<file path="src/rtl/core/cea_pkg.sv">
// shared types, codes and constants for the execute stage alu
package cea_pkg;

	localparam int DataWidth = 32;

	// instruction classes
	localparam logic [5:0] ClsLoadImm   = 6'd0;
	localparam logic [5:0] ClsAluImm    = 6'd1;
	localparam logic [5:0] ClsAluReg    = 6'd2;
	localparam logic [5:0] ClsPairImm   = 6'd3;
	localparam logic [5:0] ClsPairReg   = 6'd4;
	localparam logic [5:0] ClsNegNot    = 6'd5;
	localparam logic [5:0] ClsJump      = 6'd6;
	localparam logic [5:0] ClsBrImmLo   = 6'd7;
	localparam logic [5:0] ClsBrRegLo   = 6'd13;
	localparam logic [5:0] ClsBrZeroLo  = 6'd19;
	localparam logic [5:0] ClsBrZeroHi  = 6'd24;
	localparam logic [5:0] ClsJumpReg   = 6'd25;
	localparam logic [5:0] ClsJumpLink  = 6'd26;
	localparam logic [5:0] ClsJumpRegLk = 6'd27;
	localparam logic [5:0] ClsAddrGen   = 6'd28;
	localparam logic [5:0] ClsMove      = 6'd29;
	localparam logic [5:0] ClsReadFirst = 6'd30;
	localparam logic [5:0] ClsReadSec   = 6'd31;

	// alu sub-operations
	localparam logic [4:0] FnAdd  = 5'd0;
	localparam logic [4:0] FnSub  = 5'd1;
	localparam logic [4:0] FnMul  = 5'd2;
	localparam logic [4:0] FnDiv  = 5'd3;
	localparam logic [4:0] FnRem  = 5'd4;
	localparam logic [4:0] FnXor  = 5'd5;
	localparam logic [4:0] FnSeq  = 5'd6;
	localparam logic [4:0] FnSgt  = 5'd11;
	localparam logic [4:0] FnAddu = 5'd12;
	localparam logic [4:0] FnSubu = 5'd13;
	localparam logic [4:0] FnMulu = 5'd14;
	localparam logic [4:0] FnDivu = 5'd15;
	localparam logic [4:0] FnRemu = 5'd16;
	localparam logic [4:0] FnXoru = 5'd17;

	// pair sub-operations
	localparam logic [4:0] PfSmul = 5'd0;
	localparam logic [4:0] PfSdiv = 5'd1;
	localparam logic [4:0] PfUmul = 5'd2;
	localparam logic [4:0] PfUdiv = 5'd3;

	// negate/not sub-operations, any code but negate gives not
	localparam logic [4:0] NnNeg = 5'd0;
	localparam logic [4:0] NnNot = 5'd1;

	// compare codes
	localparam logic [2:0] CmpEq = 3'd0;
	localparam logic [2:0] CmpNe = 3'd1;
	localparam logic [2:0] CmpLe = 3'd2;
	localparam logic [2:0] CmpLt = 3'd3;
	localparam logic [2:0] CmpGe = 3'd4;

	typedef struct packed {
		logic [5:0]  op_class;
		logic [4:0]  func;
		logic signed [31:0] src_a;
		logic signed [31:0] src_b;
		logic signed [31:0] immediate;
		logic [31:0] jump_target;
		logic [31:0] next_pc;
		logic        use_base;
	} in_item_t;

	typedef struct packed {
		logic signed [31:0] result;
		logic        branch_taken;
		logic        link_write;
		logic        div_zero;
	} out_item_t;

	// result forms the controller asks the datapath to finish with
	typedef enum logic [2:0] {
		KIND_DIRECT = 3'd0,
		KIND_MUL    = 3'd1,
		KIND_DIV    = 3'd2
	} op_kind_t;

	// controller to datapath
	typedef struct packed {
		logic load;       // capture input item and decode
		logic mul_step;   // multiplier partial product step
		logic div_start;  // prepare divider operands
		logic div_step;   // one quotient bit
		logic finish;     // form the result item
	} dp_cmd_t;

	// datapath to controller
	typedef struct packed {
		op_kind_t kind;
		logic     div_last;
	} dp_stat_t;

	// signed compare on a code
	function automatic logic scmp(input logic [2:0] code, input logic [31:0] a,
			input logic [31:0] b);
		logic lt;
		logic eq;
		begin
			lt = $signed(a) < $signed(b);
			eq = a == b;
			case (code)
				CmpEq:   scmp = eq;
				CmpNe:   scmp = !eq;
				CmpLe:   scmp = lt | eq;
				CmpLt:   scmp = lt;
				CmpGe:   scmp = !lt;
				default: scmp = !(lt | eq);
			endcase
		end
	endfunction

endpackage

</file>
<file path="src/rtl/core/cea_ctrl.sv">
// controller state machine for the execute stage alu
module cea_ctrl (
	input  logic                 clk,
	input  logic                 arst_n,
	input  logic                 in_valid,
	output logic                 in_ready,
	output logic                 out_valid,
	input  logic                 out_ready,
	input  cea_pkg::dp_stat_t    stat,
	output cea_pkg::dp_cmd_t     cmd
);

	typedef enum logic [5:0] {
		ST_IDLE  = 6'b000001,
		ST_DEC   = 6'b000010,
		ST_MUL   = 6'b000100,
		ST_DPREP = 6'b001000,
		ST_DIV   = 6'b010000,
		ST_FIN   = 6'b100000
	} state_t;

	state_t state_q, state_d;
	logic   out_valid_q;
	logic   out_free;

	// output register may be refilled when empty or being taken
	assign out_free  = !out_valid_q || out_ready;
	assign in_ready  = state_q == ST_IDLE;
	assign out_valid = out_valid_q;

	// next state and commands
	always_comb begin
		state_d = state_q;
		cmd     = '0;
		case (state_q)
			ST_IDLE: begin
				if (in_valid) begin
					cmd.load = 1'b1;
					state_d  = ST_DEC;
				end
			end
			ST_DEC: begin
				case (stat.kind)
					cea_pkg::KIND_MUL: state_d = ST_MUL;
					cea_pkg::KIND_DIV: state_d = ST_DPREP;
					default:           state_d = ST_FIN;
				endcase
			end
			ST_MUL: begin
				cmd.mul_step = 1'b1;
				state_d      = ST_FIN;
			end
			ST_DPREP: begin
				cmd.div_start = 1'b1;
				state_d       = ST_DIV;
			end
			ST_DIV: begin
				cmd.div_step = 1'b1;
				if (stat.div_last) begin
					state_d = ST_FIN;
				end
			end
			ST_FIN: begin
				if (out_free) begin
					cmd.finish = 1'b1;
					state_d    = ST_IDLE;
				end
			end
			default: state_d = ST_IDLE;
		endcase
	end

	// state and output valid registers
	always_ff @(posedge clk or negedge arst_n) begin
		if (!arst_n) begin
			state_q     <= ST_IDLE;
			out_valid_q <= 1'b0;
		end else begin
			state_q <= state_d;
			if (cmd.finish) begin
				out_valid_q <= 1'b1;
			end else if (out_ready) begin
				out_valid_q <= 1'b0;
			end
		end
	end

endmodule

</file>
<file path="src/rtl/core/cea_dpath.sv">
// datapath: operand capture, multiplier, radix-2 divider, result mux, pair state
module cea_dpath (
	input  logic                 clk,
	input  logic                 arst_n,
	input  cea_pkg::in_item_t    in_item,
	input  cea_pkg::dp_cmd_t     cmd,
	output cea_pkg::dp_stat_t    stat,
	output cea_pkg::out_item_t   out_item
);

	cea_pkg::in_item_t  item_q;
	cea_pkg::out_item_t out_q;
	logic [31:0] pair_first_q, pair_second_q;
	logic [31:0] opb;
	logic        is_alu, is_pair;
	logic        mul_signed, is_div_op;
	logic [63:0] prod_q;
	logic [31:0] pp_ll_q, pp_lh_q, pp_hl_q;
	logic [31:0] pp_hh_q;
	logic [31:0] dvd_q, quo_q;
	logic [32:0] rem_q;
	logic [31:0] dvs_q;
	logic [4:0]  cnt_q;
	logic        neg_q_q, neg_r_q;
	logic [31:0] abs_a, abs_b;
	logic        div_signed;
	logic [32:0] rem_sh, rem_sub;
	logic [31:0] quo_fix, rem_fix;
	logic        dz;
	logic [63:0] prod_full;
	cea_pkg::out_item_t fin;

	// operand and decode of the held item
	assign is_alu  = item_q.op_class == cea_pkg::ClsAluImm
		|| item_q.op_class == cea_pkg::ClsAluReg;
	assign is_pair = item_q.op_class == cea_pkg::ClsPairImm
		|| item_q.op_class == cea_pkg::ClsPairReg;
	assign opb = (item_q.op_class == cea_pkg::ClsAluImm
		|| item_q.op_class == cea_pkg::ClsPairImm) ? item_q.immediate : item_q.src_b;
	assign is_div_op = (is_alu && (item_q.func == cea_pkg::FnDiv
		|| item_q.func == cea_pkg::FnRem || item_q.func == cea_pkg::FnDivu
		|| item_q.func == cea_pkg::FnRemu))
		|| (is_pair && (item_q.func == cea_pkg::PfSdiv || item_q.func == cea_pkg::PfUdiv));
	assign div_signed = is_alu ? (item_q.func == cea_pkg::FnDiv
		|| item_q.func == cea_pkg::FnRem) : item_q.func == cea_pkg::PfSdiv;
	assign mul_signed = is_pair && item_q.func == cea_pkg::PfSmul;

	always_comb begin
		stat.kind     = cea_pkg::KIND_DIRECT;
		stat.div_last = cnt_q == 5'd31;
		if (is_div_op) begin
			stat.kind = cea_pkg::KIND_DIV;
		end else if ((is_alu && (item_q.func == cea_pkg::FnMul
				|| item_q.func == cea_pkg::FnMulu))
				|| (is_pair && (item_q.func == cea_pkg::PfSmul
				|| item_q.func == cea_pkg::PfUmul))) begin
			stat.kind = cea_pkg::KIND_MUL;
		end
	end

	// divider magnitudes
	assign abs_a = (div_signed && item_q.src_a[31]) ? 32'(-item_q.src_a) : item_q.src_a;
	assign abs_b = (div_signed && opb[31]) ? 32'(-opb) : opb;
	assign rem_sh  = {rem_q[31:0], dvd_q[31]};
	assign rem_sub = rem_sh - {1'b0, dvs_q};
	assign quo_fix = neg_q_q ? 32'(-quo_q) : quo_q;
	assign rem_fix = neg_r_q ? 32'(-rem_q[31:0]) : rem_q[31:0];
	assign dz = is_div_op && opb == 32'd0;

	// unsigned 16x16 partials summed into the product; signed fix on the high word
	assign prod_full = {32'd0, pp_ll_q} + {16'd0, pp_lh_q, 16'd0}
		+ {16'd0, pp_hl_q, 16'd0} + {pp_hh_q, 32'd0};

	// item capture, multiplier partials, divider iteration
	always_ff @(posedge clk) begin
		if (cmd.load) begin
			item_q <= in_item;
			pp_ll_q <= 32'(in_item.src_a[15:0]) * 32'(
				(in_item.op_class == cea_pkg::ClsAluImm
				|| in_item.op_class == cea_pkg::ClsPairImm)
				? in_item.immediate[15:0] : in_item.src_b[15:0]);
		end
		if (cmd.load) begin
			pp_lh_q <= 32'(in_item.src_a[15:0]) * 32'(
				(in_item.op_class == cea_pkg::ClsAluImm
				|| in_item.op_class == cea_pkg::ClsPairImm)
				? in_item.immediate[31:16] : in_item.src_b[31:16]);
			pp_hl_q <= 32'(in_item.src_a[31:16]) * 32'(
				(in_item.op_class == cea_pkg::ClsAluImm
				|| in_item.op_class == cea_pkg::ClsPairImm)
				? in_item.immediate[15:0] : in_item.src_b[15:0]);
			pp_hh_q <= 32'(in_item.src_a[31:16]) * 32'(
				(in_item.op_class == cea_pkg::ClsAluImm
				|| in_item.op_class == cea_pkg::ClsPairImm)
				? in_item.immediate[31:16] : in_item.src_b[31:16]);
		end
		if (cmd.mul_step) begin
			prod_q <= {prod_full[63:32]
				- (mul_signed && item_q.src_a[31] ? opb : 32'd0)
				- (mul_signed && opb[31] ? item_q.src_a : 32'd0), prod_full[31:0]};
		end
		if (cmd.div_start) begin
			dvd_q   <= abs_a;
			dvs_q   <= abs_b;
			rem_q   <= '0;
			quo_q   <= '0;
			cnt_q   <= '0;
			neg_q_q <= div_signed && (item_q.src_a[31] ^ opb[31]);
			neg_r_q <= div_signed && item_q.src_a[31];
		end else if (cmd.div_step) begin
			dvd_q <= {dvd_q[30:0], 1'b0};
			cnt_q <= cnt_q + 5'd1;
			if (!rem_sub[32]) begin
				rem_q <= rem_sub;
				quo_q <= {quo_q[30:0], 1'b1};
			end else begin
				rem_q <= rem_sh;
				quo_q <= {quo_q[30:0], 1'b0};
			end
		end
		if (cmd.finish) begin
			out_q <= fin;
		end
	end

	// result selection
	always_comb begin
		fin = '0;
		fin.div_zero = dz;
		case (item_q.op_class) inside
			cea_pkg::ClsLoadImm: fin.result = item_q.immediate;
			cea_pkg::ClsAluImm, cea_pkg::ClsAluReg: begin
				case (item_q.func) inside
					cea_pkg::FnAdd, cea_pkg::FnAddu:
						fin.result = item_q.src_a + opb;
					cea_pkg::FnSub, cea_pkg::FnSubu:
						fin.result = item_q.src_a - opb;
					cea_pkg::FnMul, cea_pkg::FnMulu: fin.result = prod_q[31:0];
					cea_pkg::FnDiv, cea_pkg::FnDivu:
						fin.result = dz ? 32'd0 : quo_fix;
					cea_pkg::FnRem, cea_pkg::FnRemu:
						fin.result = dz ? 32'd0 : rem_fix;
					cea_pkg::FnXor, cea_pkg::FnXoru: fin.result = item_q.src_a ^ opb;
					[cea_pkg::FnSeq:cea_pkg::FnSgt]:
						fin.result = 32'(cea_pkg::scmp(3'(item_q.func - cea_pkg::FnSeq),
							item_q.src_a, opb));
					default: fin.result = '0;
				endcase
			end
			cea_pkg::ClsNegNot:
				fin.result = (item_q.func == cea_pkg::NnNeg) ? -item_q.src_a : ~item_q.src_a;
			cea_pkg::ClsJump: fin.result = item_q.jump_target;
			[cea_pkg::ClsBrImmLo:cea_pkg::ClsBrZeroHi]: begin
				fin.result = item_q.jump_target;
				if (item_q.op_class < cea_pkg::ClsBrRegLo) begin
					fin.branch_taken = cea_pkg::scmp(3'(item_q.op_class - cea_pkg::ClsBrImmLo),
						item_q.src_a, item_q.immediate);
				end else if (item_q.op_class < cea_pkg::ClsBrZeroLo) begin
					fin.branch_taken = cea_pkg::scmp(3'(item_q.op_class - cea_pkg::ClsBrRegLo),
						item_q.src_a, item_q.src_b);
				end else begin
					fin.branch_taken = cea_pkg::scmp(3'(item_q.op_class - cea_pkg::ClsBrZeroLo),
						item_q.src_a, 32'd0);
				end
			end
			cea_pkg::ClsJumpReg, cea_pkg::ClsMove: fin.result = item_q.src_a;
			cea_pkg::ClsJumpLink, cea_pkg::ClsJumpRegLk: begin
				fin.result     = item_q.next_pc;
				fin.link_write = 1'b1;
			end
			cea_pkg::ClsAddrGen:
				fin.result = item_q.use_base ? item_q.src_b + item_q.immediate
					: item_q.immediate;
			cea_pkg::ClsReadFirst: fin.result = pair_first_q;
			cea_pkg::ClsReadSec:   fin.result = pair_second_q;
			default: fin.result = '0;
		endcase
	end

	// product/quotient pair state
	always_ff @(posedge clk or negedge arst_n) begin
		if (!arst_n) begin
			pair_first_q  <= '0;
			pair_second_q <= '0;
		end else if (cmd.finish && is_pair) begin
			if (item_q.func == cea_pkg::PfSmul || item_q.func == cea_pkg::PfUmul) begin
				pair_first_q  <= prod_q[31:0];
				pair_second_q <= prod_q[63:32];
			end else if (item_q.func == cea_pkg::PfSdiv
					|| item_q.func == cea_pkg::PfUdiv) begin
				pair_first_q  <= dz ? 32'd0 : rem_fix;
				pair_second_q <= dz ? 32'd0 : quo_fix;
			end
		end
	end

	assign out_item = out_q;

endmodule

</file>
<file path="src/rtl/core/cpu_execute_stage_alu.sv">
// top level of the execute stage alu
// Execute stage ALU: one instruction item in, one result item out, over valid/ready.
// Simple operations pass through the decode and finish states; multiplies also go
// through a registered set of 16x16 partial products, then one summing step, and
// divides and remainders through the radix-2 restoring divider that retires
// one quotient bit a cycle. Items are handled one at a time; the next item is
// taken once the previous result is in the output register. Multiply and divide
// pair operations update the pair state read back by the pair-read classes.
module cpu_execute_stage_alu (
	input  logic                 clk,
	input  logic                 arst_n,
	input  logic                 in_valid,
	output logic                 in_ready,
	input  cea_pkg::in_item_t    in_data,
	output logic                 out_valid,
	input  logic                 out_ready,
	output cea_pkg::out_item_t   out_data
);

	cea_pkg::dp_cmd_t  cmd;
	cea_pkg::dp_stat_t stat;

	// sequencing
	cea_ctrl u_ctrl (
		.clk       (clk),
		.arst_n    (arst_n),
		.in_valid  (in_valid),
		.in_ready  (in_ready),
		.out_valid (out_valid),
		.out_ready (out_ready),
		.stat      (stat),
		.cmd       (cmd)
	);

	// arithmetic and state
	cea_dpath u_dpath (
		.clk      (clk),
		.arst_n   (arst_n),
		.in_item  (in_data),
		.cmd      (cmd),
		.stat     (stat),
		.out_item (out_data)
	);

`ifndef ASSERT_OFF
	// one item in flight: no transfer in while a result is being formed
	a_no_overlap: assert property (@(posedge clk) disable iff (!arst_n)
		(in_valid && in_ready) |=> !in_ready)
		else $error("input taken back to back");

	// link flag never set together with the branch-taken flag
	a_link_only: assert property (@(posedge clk) disable iff (!arst_n)
		(out_valid && out_data.link_write) |-> !out_data.branch_taken)
		else $error("link and branch both set");

	// a waiting result stays valid and unchanged
	a_out_hold: assert property (@(posedge clk) disable iff (!arst_n)
		(out_valid && !out_ready) |=> (out_valid && $stable(out_data)))
		else $error("result changed while waiting");
`endif

endmodule

</file>
<file path="config.mk">
export PLATFORM = sky130hd
export DESIGN_NAME = cpu_execute_stage_alu
export DESIGN_NICKNAME = d
export VERILOG_FILES = /design/src/rtl/core/cea_pkg.sv /design/src/rtl/core/cea_ctrl.sv /design/src/rtl/core/cea_dpath.sv /design/src/rtl/core/cpu_execute_stage_alu.sv
export SDC_FILE = /design/constraint.sdc
export NUM_CORES = 2
export LEC_CHECK = 0
export BUFFER_PORTS_ARGS = -buffer_cell sky130_fd_sc_hd__buf_2
export CAP_MARGIN = 20
export CORE_ASPECT_RATIO = 0.75
export CORE_MARGIN = 1.5
export CORE_UTILIZATION = 35
export CTS_CLUSTER_DIAMETER = 100
export DETAILED_ROUTE_END_ITERATION = 8
export PLACE_DENSITY_LB_ADDON = 0.08
export SYNTH_ARGS = -nofsm -noshare
export SYNTH_HDL_FRONTEND = slang
export SYNTH_HIERARCHICAL = 1
export SYNTH_SLANG_ARGS = --single-unit
</file>
<file path="constraint.sdc">
create_clock -name clk -period 9.4 [get_ports clk]
set_input_delay 1.88 -clock clk [delete_from_list [all_inputs] [get_ports clk]]
set_output_delay 1.88 -clock clk [all_outputs]
set_load 0.05 [all_outputs]
</file>
After elaboration in Yosys (flattened, before gate mapping)
Cells that the tools add are included.
Widths: inputs -> output; s select.
{"block": "totals", "elab_cells": 251, "in_bits": 176, "out_inout_bits": 37, "regBits": 605}
{"block": "op_classes", "add_sub_neg": 18, "order_cmp": 10, "n_mul": 4, "mux": 62, "n_reduce_logical": 64, "n_bitwise": 8, "eq_ne": 57}
{"operator": "$mux 32", "count": 34}
{"operator": "$neg 32->32", "count": 4}
{"operator": "$eq 32x32->1", "count": 3}
{"operator": "$lt 32x32->1", "count": 3}
{"operator": "$sub 32x32->32", "count": 3}
{"operator": "$add 32x32->32", "count": 2}
{"operator": "$add 64x48->64", "count": 1}
{"operator": "$add 64x64->64", "count": 1}
{"operator": "$logic_not 32->1", "count": 2}
{"operator": "$mul 16x16->32", "count": 2}
{"operator": "$mul 16x32->32", "count": 2}
{"operator": "$add 32x48->49", "count": 1}
{"operator": "$eq 6x5->1 const B", "count": 8}
{"operator": "$pmux 6 s6", "count": 1}
{"operator": "$sub 33x32->33", "count": 1}
{"operator": "$lt 32x1->1 const B", "count": 1}
{"operator": "$mux 16", "count": 2}
{"operator": "$not 32->32", "count": 1}
{"operator": "$xor 32x32->32", "count": 1}
{"operator": "$eq 3x2->1 const B", "count": 9}
{"operator": "$eq 6x2->1 const B", "count": 4}
{"operator": "$eq 6x3->1 const B", "count": 4}
{"operator": "$eq 5x4->1 const B", "count": 4}
{"operator": "$pmux 1 s5", "count": 4}
{"operator": "other kinds (39)", "count": 125}

Longest topological paths before layout
{"block": "logic_depth", "depth_word": 16, "ltp_mapped": 32, "depth_no_buf": 32}

Hierarchy
Netlist, hierarchy kept.
{"module": "cea_dpath", "seq_area_each_um2": 16946.3, "cells_per_inst": 8121, "n_inst": 1, "area_per_inst_um2": 74067.3}
{"module": "cea_ctrl", "seq_area_each_um2": 176.4, "cells_per_inst": 45, "n_inst": 1, "area_per_inst_um2": 437.9}

Worst setup path before layout
OpenSTA, ideal clock, no wires.
{"block": "synth_path", "path_type": "input-to-reg", "from": "in in_data[169] (netlist bit)", "to": "reg u_dpath.pp_ll_q[30] (data pin)", "setup_ns": 0.258, "t_arrival_ns": 9.005, "stages": 30, "slack_ns": 0.138, "n_path_buf": 3, "required_time_ns": 9.142, "path_cell_list": "nor4_1 > nand2_1 > buf_1 > mux2_2 > clkbuf_1 > and2_1 > fa_1 > inv_1 > fa_1 > fa_1 > inv_1 > ha_1 > fa_1 > inv_1 > fa_1 > inv_1 > ha_1 > clkbuf_1 > a21o_1 > a21o_1 > a41oi_1 > nor2b_1 > o41ai_1 > o21ai_0 > a311oi_1 > o21ai_0 > a211oi_1 > o21bai_1 > a21oi_1 > xnor2_1"}
{"block": "synth_between", "elab_chain_len": 4, "word_cells_on_any_way": 5, "classes_between": "1 x mul; 2 x eq/ne; 1 x mux; 1 x reduce/logical"}
{"item": "start, declared", "line": "cpu_execute_stage_alu.sv:14", "rtl": "input cea_pkg::in_item_t in_data,"}
{"item": "$eq 6x1->1 / $eq 6x2->1 (equally long branches)", "line": "cea_dpath.sv:79, cea_dpath.sv:80"}
{"item": "$logic_or 1x1->1 (*)", "line": "cea_dpath.sv:80", "rtl": "|| in_item.op_class == cea_pkg::ClsPairImm)"}
{"item": "$mux 16 (*)", "line": "cea_dpath.sv:81", "rtl": "? in_item.immediate[15:0] : in_item.src_b[15:0]);"}
{"item": "$mul 16x16->32 (*)", "line": "cea_dpath.sv:78", "rtl": "pp_ll_q <= 32'(in_item.src_a[15:0]) * 32'("}
{"item": "end signal, assigned", "line": "cea_dpath.sv:78"}
{"item": "end, declared", "line": "cea_dpath.sv:18", "rtl": "logic [31:0] pp_ll_q, pp_lh_q, pp_hl_q;"}
Mark *: on every way between the ends. The rest lies on a longest branch, timed or not.
A chain may end at the register's enable or synchronous reset.

Final worst setup path
Ends and elaborated chain as after synthesis.

==> metrics.md <==
| Metric | Value |
|---|---|
| CP arrival | `9.28 ns` |
| Number of flip-flops in the largest register | `172` |
| Final TNS setup | `0 ns` |
| Fraction of layout cells with a size suffix above 1 | `8.87%` |
| RSZ-0062 raised after global routing | `false` |
| Slew @ Worst Pin | `1.28 ns` |
| Total Wirelength | `about 300 mm` |
| Ys async rst share | `11.7%` |
| Register bit total from synthesis | `a little over 600` |
| First DRT Iteration DRCs | `just under 6k` |
| IO buf count | `around 210` |
| Number of global-route vias before repair | `roughly 60k` |
| Crit path largest cell delay | `0.56 ns` |
| First-pass GRT wire length | `around 430 mm` |
| DP Wirelength | `about 240 mm` |
| CTS tree | `yes` |
| R2r startpoint | `u_dpath/pp_ll_q[18]` |
| Most flops, register | `u_dpath/item_q` |
| Post-route setup slack | `about 0.60 ns` |
| Top FF cell, synth | `edfxtp_1` |
| Outcome | `completed` |
| Setup CP Type | `in -> reg` |
| Max Cap Viol | `0` |
| Via count | `approximately 61k` |
| Placed cell areas | `0.0802 mm2` |
| EDFF count, synth | `465` |
| Min Hold Slack | `slightly above 0.4 ns` |
| Syn Area/Cell | `roughly 9.1 um2` |
| Row count | `about 150` |
| Post-route antenna net violation count | `0` |
| DP Worst Slack | `-0.0878 ns` |
| Leakage | `37.5 nW` |
| Maximum root-to-sink buffer count | `3` |
| Req. time, crit path | `slightly below 10 ns` |
| Non-filler cells, final | `about 11k` |
| Die area | `roughly 0.22 mm2` |
| Post-CTS Setup Inserts | `0` |
| CTS clk-pin slew, worst paths | `0.06 ns` |
| Cell repeated most along the worst path | `fa_1` |
| Yosys warns | `6` |
| Netlist cell types | `between 90 and 100` |
| Slowest cell on the critical path | `fa_1` |
| Final period utilization | `93.6%` |
| Core region area | `0.211 mm2` |
| Final setup fails | `0` |
| Largest net degree at the start of global routing | `around 120` |
| Antenna violations before repair | `31` |
| Peak supply drop | `~0.00052 V` |
| Total CTS buffers | `79` |
| Clk Latency, worst-skew pair | `0.73 ns` |
| # resized after CTS | `0` |
| CTS Root Cell | `clkbuf_16` |
| Hold wc startpoint | `u_dpath/pp_ll_q[2]` |
| CTS sink cnt | `between 600 and 700` |
| Fin. max-slew vios | `0` |
| Chip height | `403 um` |
| Die span in x | `approximately 540 um` |
| Final nets | `between 10k and 15k` |
| Starting Density | `between 30% and 40%` |
| Layout filler cell count | `about 21k` |
| Slew margin rel. | `around 14%` |
| DRT Pass-1 Iters | `9` |
| Final Cell Area | `between 0.08 and 0.09 mm2` |
| Utilization after layout | `39.2%` |
| R2R depth | `28` |
| Area leader, netlist | `fa_1` |
| Hold Path Depth | `0` |
| Htree depth | `3` |
| Hold Path Class | `reg -> reg` |
| Post-Route Skew | `around 0.054 ns` |
| Power Dens Cells | `439 mW/mm2` |
| Final hold vios | `0` |
| Tot GR Track Use | `~28%` |
| CTS Hold Bufs | `0` |
| Endpoint, Worst Hold | `u_dpath/prod_q[2]` |
| Tmin final | `8.80 ns` |
| CP Max Fanout | `16` |
| Crit end category | `flip-flop` |
| Layout area overhead | `11.1%` |
| Mapped Area | `between 0.07 and 0.08 mm2` |
| Max Freq | `approximately 0.11 GHz` |
| R2R setup slack | `about 1.7 ns` |
| Placed Cells | `11.1k` |
| Total chip power | `between 30 and 40 mW` |
| Area share of the largest cell type after synthesis | `22.7%` |
| Seq/Total Area, Yosys | `23.0%` |
| Syn Inst Count | `about 8.2k` |
| CP Launch Type | `primary input` |
| Routability congestion estimate from global placement | `0.962` |
| Critical R2R Capture | `u_dpath/prod_q[56]` |
| Synth Net Count | `9867` |
| Total grt overflow | `0` |
| Routed vias/inst | `5.40` |
| Drc violations | `0` |
| Synth top area cells | `fa_1, edfxtp_1, ha_1` |
| Io pins | `213` |
| WL per Instance | `26.7 um` |
## cells by family after synthesis
| family | share of synthesized area, % |
|---|---|
| and+or+nand+nor | 15.5 |
| buffers and inverters | 8.08 |
| adders and majority gates | 34.1 |
| AOI/OAI and AO/OA | 13.1 |
| DFF | 23.0 |
| xor gates and xnor gates | 4.61 |
| muxes | 1.59 |
| other | 0.00503 |
## Yosys cell counts (50+ instances only)
cell and instances:
dfrtp_1 70, a31oi_1 50, o31ai_1 83, clkbuf_1 382, edfxtp_1 465, nand2_1 911
and3_1 57, dfxtp_1 69, a21o_1 142, xor2_1 135, o21ai_0 316, and2_1 484
inv_1 1176, a21oi_1 460, fa_1 844, xnor2_1 257, nand2b_1 61, nand3_1 78
nor2_1 492, a211oi_1 59, ha_1 681, nor3_1 72, mux2i_1 82, nor2b_1 59
## where the power goes
| group | internal [mW] | switching, mW | total [mW] |
|---|---|---|---|
| registers | 4.70 | 0.590 | 5.29 |
| clock network | 1.76 | 1.34 | 3.10 |
| logic | 11.4 | 16.5 | 28.0 |
| total | 17.9 | 18.5 | 36.3 |
## worst max path at each step
stage / to / depth (start not counted) / start / slack (ns)
after detailed placement: u_dpath/pp_hl_q[31] / 29 / in_data[169] / -0.09
after floorplan: u_dpath/pp_ll_q[30] / 30 / in_data[169] / 0.14
after global placement: u_dpath/pp_ll_q[30] / 30 / in_data[169] / -0.02
after global routing: u_dpath/pp_hl_q[31] / 29 / in_data[169] / 0.19
after CTS: u_dpath/pp_hl_q[31] / 29 / in_data[169] / 0.64
final: u_dpath/pp_ll_q[30] / 30 / in_data[169] / 0.60
## final cells by class
cell class / instances / area [um2] / share of cell area (%)
antenna: 6 / 15.0 / 0.0181
clock buffer: 95 / 2080 / 2.51
clock inverter: 49 / 509 / 0.615
inverter: 1177 / 4420 / 5.34
multi-input combinational: 5970 / 51500 / 62.2
sequential: 605 / 17100 / 20.7
tap: 2812 / 3520 / 4.25
timing repair buffer: 523 / 3640 / 4.40
## layout by cell type, fill, tap and decap left out, types with 142 or more instances in the layout
cell type,instances
a21o_1,142
a21oi_1,460
and2_1,484
buf_2,211
buf_4,291
edfxtp_1,465
fa_1,844
ha_1,681
inv_1,1176
nand2_1,908
nor2_1,484
o21ai_0,316
xnor2_1,257
## critical path: cells and delay by family
kind | cells | cell delay, ns
multiplexers | 1 | 0.37
buffers and inverters | 8 | 0.85
AND/OR/NAND/NOR | 4 | 0.77
adder cells (fa/ha/maj) | 7 | 3.36
XOR/XNOR | 1 | 0.09
AO/OA/AOI/OAI | 9 | 1.94
## routing by layer
| metal | track usage [%] | vias up | wire length [um] |
|---|---|---|---|
| li1 | - | 27500 | - |
| met1 | 40.8 | 30600 | 142000 |
| met2 | 40.8 | 2192 | 126000 |
| met3 | 4.00 | 362 | 19600 |
| met4 | 9.89 | 4 | 12300 |
| met5 | 0 | - | 23 |
Power figures use the tool's default switching activity.
